`src/hw/rtl/swm_pkg.sv`:
```
`timescale 1ns / 1ps
// ----------------------------------------------------------------------------
// swm_pkg
// Shared constants and types for the sliding window minimum core.
// ----------------------------------------------------------------------------
package swm_pkg;

    // deepest window and cell count
    localparam int MAX_WINDOW = 1024;

    // field widths
    localparam int DATA_W = 32;
    localparam int CFG_W  = 11;
    // an age runs up to MAX_WINDOW itself
    localparam int AGE_W  = $clog2(MAX_WINDOW) + 1;

    // one queue entry held by a cell
    typedef struct packed {
        logic                     valid;
        logic signed [DATA_W-1:0] value;
        logic [AGE_W-1:0]         age;
    } entry_t;

    // what a cell shows its neighbors
    typedef struct packed {
        entry_t entry;
        logic   ge;     // stored value not smaller than the new sample
        logic   keep;   // entry stays in the queue on this word
    } cell_link_t;

    // control broadcast to every cell
    typedef struct packed {
        logic                     step;    // a sample word is taken
        logic                     shift;   // front entry leaves, all move one forward
        logic signed [DATA_W-1:0] sample;
    } cell_ctl_t;

endpackage

```
`src/hw/rtl/swm_cell.sv`:
```
`timescale 1ns / 1ps
// ----------------------------------------------------------------------------
// swm_cell
// One slot of the monotonic queue: holds an entry, compares it with the
// incoming sample and moves data forward from its back neighbor.
// ----------------------------------------------------------------------------
module swm_cell (
    input  logic                aclk,
    input  logic                aresetn,
    input  swm_pkg::cell_ctl_t  ctl,
    input  swm_pkg::cell_link_t next_link,   // neighbor toward the back
    input  logic                prev_keep,   // neighbor toward the front stays
    output swm_pkg::cell_link_t link
);

    logic                              valid_reg;
    logic                              valid_next;
    logic signed [swm_pkg::DATA_W-1:0] value_reg;
    logic signed [swm_pkg::DATA_W-1:0] value_next;
    logic [swm_pkg::AGE_W-1:0]         age_reg;
    logic [swm_pkg::AGE_W-1:0]         age_next;

    logic                              own_ge;
    swm_pkg::entry_t                   sel_entry;
    logic                              sel_ge;
    logic                              keep;

    // own comparison against the new sample
    assign own_ge = (value_reg >= ctl.sample);

    // entry after an optional front drop
    always_comb begin
        if (ctl.shift) begin
            sel_entry = next_link.entry;
            sel_ge    = next_link.ge;
        end else begin
            sel_entry.valid = valid_reg;
            sel_entry.value = value_reg;
            sel_entry.age   = age_reg;
            sel_ge          = own_ge;
        end
    end

    // entries not smaller than the sample leave at the back
    assign keep = sel_entry.valid && !sel_ge;

    // next contents: kept entry, appended sample, or empty
    always_comb begin
        valid_next = sel_entry.valid;
        value_next = sel_entry.value;
        age_next   = sel_entry.age;
        if (ctl.step) begin
            if (keep) begin
                valid_next = 1'b1;
                age_next   = sel_entry.age + swm_pkg::AGE_W'(1);
            end else if (prev_keep) begin
                valid_next = 1'b1;
                value_next = ctl.sample;
                age_next   = swm_pkg::AGE_W'(1);
            end else begin
                valid_next = 1'b0;
            end
        end
    end

    always_ff @(posedge aclk) begin
        if (!aresetn) begin
            valid_reg <= 1'b0;
        end else begin
            valid_reg <= valid_next;
        end
    end

    always_ff @(posedge aclk) begin
        value_reg <= value_next;
        age_reg   <= age_next;
    end

    assign link.entry.valid = valid_reg;
    assign link.entry.value = value_reg;
    assign link.entry.age   = age_reg;
    assign link.ge          = own_ge;
    assign link.keep        = keep;

endmodule

```
`config.mk`:
```
export PLATFORM = sky130hd
export DESIGN_NAME = swm_cell
export DESIGN_NICKNAME = d
export VERILOG_FILES = /design/src/hw/rtl/swm_pkg.sv /design/src/hw/rtl/swm_cell.sv
export SDC_FILE = /design/constraint.sdc
export NUM_CORES = 1
export LEC_CHECK = 0
export BUFFER_PORTS_ARGS = -buffer_cell sky130_fd_sc_hd__buf_2
export CORE_MARGIN = 4
export CORE_UTILIZATION = 48
export DETAILED_ROUTE_END_ITERATION = 12
export PLACE_DENSITY_LB_ADDON = 0.12
export REMOVE_ABC_BUFFERS = 1
export SLEW_MARGIN = 5
export SYNTH_ARGS = -nofsm -noshare
export SYNTH_HDL_FRONTEND = slang
export SYNTH_SLANG_ARGS = --single-unit
```
`constraint.sdc`:
```
create_clock -name aclk -period 3 [get_ports aclk]
set_input_delay 0 -clock aclk [delete_from_list [all_inputs] [get_ports aclk]]
set_output_delay 0 -clock aclk [all_outputs]
set_load 0.03 [all_outputs]
```
==> impl_metrics.env <==
export IMPL_core_area_um2=5990
export IMPL_ctsLongestPathBuffers=2
export IMPL_cts_buffers_inserted=5
export IMPL_cts_htree_levels=2
export IMPL_timing_critical_path_max_delay_family="buffers and inverters"
export IMPL_synthCells=319
export IMPL_postSynthRegisterBits=44
export IMPL_syn_mean_instance_area_um2=9.37
export IMPL_cts_reportedPaths_clkPinSlew_ps=80
export IMPL_combinational_family_with_the_most_area_after_synthesis="multiplexers"
export IMPL_clock_sink_count=44
export IMPL_wl_um=7910
export IMPL_netlist_top_cell_by_area="sky130_fd_sc_hd__dfxtp_1"
export IMPL_area_of_combinational_cells_with_multiple_inputs_um2=1870
export IMPL_failed_checks="hold timing"
export IMPL_nNetsFinal=607
export IMPL_post_drt_via_cell_ratio=5.04
export IMPL_critPathCaptureType="flop"
export IMPL_initial_utilization_pct=49.9
export IMPL_regArea_um2=881
export IMPL_crit_path_max_incr_delay_ps=550
export IMPL_maximum_fanout_count_along_the_critical_path=4
export IMPL_critical_path_slowest_cell="sky130_fd_sc_hd__dlygate4sd3_1"
export IMPL_critical_path_most_common_cell="sky130_fd_sc_hd__dlygate4sd3_1"
export IMPL_final_setup_skew_ps=4.08
export IMPL_achievable_freq_ghz=0.362
export IMPL_io_pins=129
export IMPL_wire_length_of_the_first_global_routing_pass_um=12900
export IMPL_finalHoldViolations=1
export IMPL_fillers=493
export IMPL_critPathArrivalTime_ps=3010
export IMPL_initialDrtViolationCount=69
export IMPL_type_of_the_most_critical_hold_path="in -> reg"
export IMPL_post_layout_total_power_uw=2010
export IMPL_synth_compound_gate_area_share_pct=9.84
export IMPL_grt_max_degree=25
export IMPL_post_synth_num_cell_types=41
export IMPL_timing_critical_path_from_type="primary input"
export IMPL_post_synth_top_flop="sky130_fd_sc_hd__dfxtp_1"
export IMPL_timing_setup_critical_path_class="in -> reg"
export IMPL_yosysWarnings=0
export IMPL_drt_pass1_iter_count=4
export IMPL_synth_simple_gate_area_share_pct=12.0
export IMPL_synth_mux_area_fraction_pct=26.5
export IMPL_cap_viol_max_count=0
export IMPL_area_growth_synth_to_final_pct=40.4
export IMPL_yosysTopAreaCellShare_pct=29.5
export IMPL_routed_via_count=2855
export IMPL_power_per_cell_area_nw_per_um2=480
export IMPL_grt_overflow_total=0
export IMPL_detail_route_wl_per_cell_um=14.0
export IMPL_yosysSeqAreaShare_pct=29.5
export IMPL_core_rowCount=28
export IMPL_leakagePower_uw=0.00234
export IMPL_grt_pass1_vias=2984
export IMPL_number_of_flip_flops_under_the_largest_register_name=32
export IMPL_timing_hold_ws_ps=-1.54
export IMPL_timing_final_max_slew_violations=0
export IMPL_fin_util_pct=70.0
export IMPL_drive_gt1_share_pct=31.0
export IMPL_worst_ir_drop_vdd_uv=277
export IMPL_max_slew_margin_rel_pct=67.4
export IMPL_detail_route_antenna_nets=0
export IMPL_finalWorstPathRequiredPeriod_ps=2770
export IMPL_cts_tree="done"
export IMPL_timing_setup_tns_ps=0
export IMPL_fp_dieH_um=86.9
export IMPL_period_utilisation_layout_pct=92.2
export IMPL_synthesized_area_fraction_occupied_by_xor_and_xnor_cells_pct=0
export IMPL_synth_top_cells_by_area="sky130_fd_sc_hd__dfxtp_1, sky130_fd_sc_hd__mux2i_1, sky130_fd_sc_hd__ha_1"
export IMPL_synth_adder_area_share_pct=13.8
export IMPL_setup_violations=0
export IMPL_timing_critical_path_required_ps=3240
export IMPL_cts_root_buf="sky130_fd_sc_hd__clkbuf_8"
export IMPL_timing_critical_path_cells="dlygate4sd3_1, buf_2, inv_1, ha_1, a21oi_1, o21ai_1, a221o_1, o31a_1, o211ai_2, nand3b_4, mux2i_1, dlygate4sd3_1"
export IMPL_syn_cell_area_um2=2990
export IMPL_antennaDiodeCount=0
export IMPL_drc=0
export IMPL_die_area_um2=7550
export IMPL_critical_path_buf_inv_count=4
export IMPL_place_port_buffers=127
export IMPL_setup_repair_after_global_routing_missed_its_margin="no"
export IMPL_status="complete, but fails checks"
export IMPL_number_of_enable_type_register_cells_in_the_synthesized_netlist=0
export IMPL_tightestPinTransition_ps=476
export IMPL_clk_insertion_delay_late_ps=290
export IMPL_antenna_violations_before_repair=0
export IMPL_async_flop_share_pct=0
export IMPL_fp_dieW_um=86.9
export IMPL_grt_total_usage_pct=21.1
export IMPL_dp_hpwl_um=5890
export IMPL_finalWeightedCongestion=0.822
==> worst register-to-register path: stages (launching register included) <==
cell and delay, ps:
sky130_fd_sc_hd__dfxtp_1 330, sky130_fd_sc_hd__ha_1 300, sky130_fd_sc_hd__a21oi_1 160, sky130_fd_sc_hd__o21ai_1 100
sky130_fd_sc_hd__a221o_1 320, sky130_fd_sc_hd__o31a_1 340, sky130_fd_sc_hd__o211ai_2 210, sky130_fd_sc_hd__nand3b_4 180
sky130_fd_sc_hd__mux2i_1 180, sky130_fd_sc_hd__dlygate4sd3_1 550
==> logic make-up (layout without fill, tap and decap cells) <==
kind of cell | after synthesis | in the layout
fa+ha+maj | 33 | 33
flops | 44 | 44
buf+inv | 48 | 220
mux | 79 | 79
compound gates | 50 | 50
simple gates | 65 | 65
==> routing by layer <==
| metal | GRT usage, % | share of wire (%) |
|---|---|---|
| met5 | 0 | 0 |
| met4 | 5.81 | 1.3 |
| met3 | 4.92 | 7.4 |
| met2 | 37.3 | 49 |
| met1 | 25.6 | 42 |
==> final cells by class <==
| cell class | count | share of cell area [%] |
|---|---|---|
| multi-input combinational | 227 | 44.5 |
| timing repair buffer | 179 | 27.0 |
| clock buffer | 7 | 2.30 |
| inverter | 34 | 3.04 |
| tap | 75 | 2.24 |
| sequential | 44 | 21.0 |
==> timing repair <==
item / in CTS / in global routing
setup endpoints to repair: 0 / 1
hold buffers: 42 / 0
endpoints found under the hold margin: 32 / 0
buffers inserted: 0 / 3
resized for setup: 0 / 1
==> synth_stat cells (all sizes together) (2+ instances only) <==
| cell type | instances |
|---|---|
| a21oi | 17 |
| nand4 | 9 |
| ha | 33 |
| nand3b | 2 |
| mux2 | 2 |
| o21a | 2 |
| nor4 | 3 |
| nor2 | 10 |
| o21ai | 22 |
| clkbuf | 4 |
| nand3 | 8 |
| o211ai | 2 |
| mux2i | 77 |
| dfxtp | 44 |
| nor2b | 2 |
| inv | 34 |
| and4 | 2 |
| nor3 | 3 |
| buf | 10 |
| nand2 | 21 |
==> cell usage in the layout, fill, tap and decap left out, types with 2 or more instances in the layout <==
cell / count
sky130_fd_sc_hd__a21oi_1: 16
sky130_fd_sc_hd__and4_1: 2
sky130_fd_sc_hd__buf_2: 127
sky130_fd_sc_hd__buf_4: 10
sky130_fd_sc_hd__clkbuf_8: 7
sky130_fd_sc_hd__dfxtp_1: 44
sky130_fd_sc_hd__dlygate4sd3_1: 42
sky130_fd_sc_hd__ha_1: 33
sky130_fd_sc_hd__inv_1: 34
sky130_fd_sc_hd__mux2i_1: 77
sky130_fd_sc_hd__nand2_1: 21
sky130_fd_sc_hd__nand3_1: 8
sky130_fd_sc_hd__nand4_1: 8
sky130_fd_sc_hd__nor2_1: 10
sky130_fd_sc_hd__nor2b_1: 2
sky130_fd_sc_hd__nor3_1: 3
sky130_fd_sc_hd__nor4_1: 2
sky130_fd_sc_hd__o21a_1: 2
sky130_fd_sc_hd__o21ai_0: 7
sky130_fd_sc_hd__o21ai_1: 15
==> through the flow <==
stage	area (µm²)	instances	worst slack (ps)	hold WS (ps)
finish	4200	566	235	-1.54
global route	4200	566	63.7	18.0
floorplan	2870	305	-289	117
global placement	3650	514	357	217
CTS	4170	563	27.0	1.52
detailed placement	3650	514	342	219
==> report_power, final <==
| group | total, µW | leakage [µW] | switching (µW) | internal (µW) |
|---|---|---|---|---|
| Clock | 405 | 0.0000503 | 199 | 205 |
| Combinational | 858 | 0.00192 | 512 | 346 |
| Sequential | 751 | 0.000371 | 68.4 | 682 |
| Total | 2010 | 0.00234 | 780 | 1230 |
==> path summary, 6_finish.rpt <==
check	slack, ps	end	depth (start not counted)	from
setup / recovery	230	value_reg[27]	12	ctl[5]
hold / removal	-2	value_reg[20]	3	next_link[33]
setup reg to reg	280	value_reg[27]	9	value_reg[5]
hold reg to reg	580	value_reg[10]	2	value_reg[10]
Note: power is estimated with default switching activity, not from simulation.
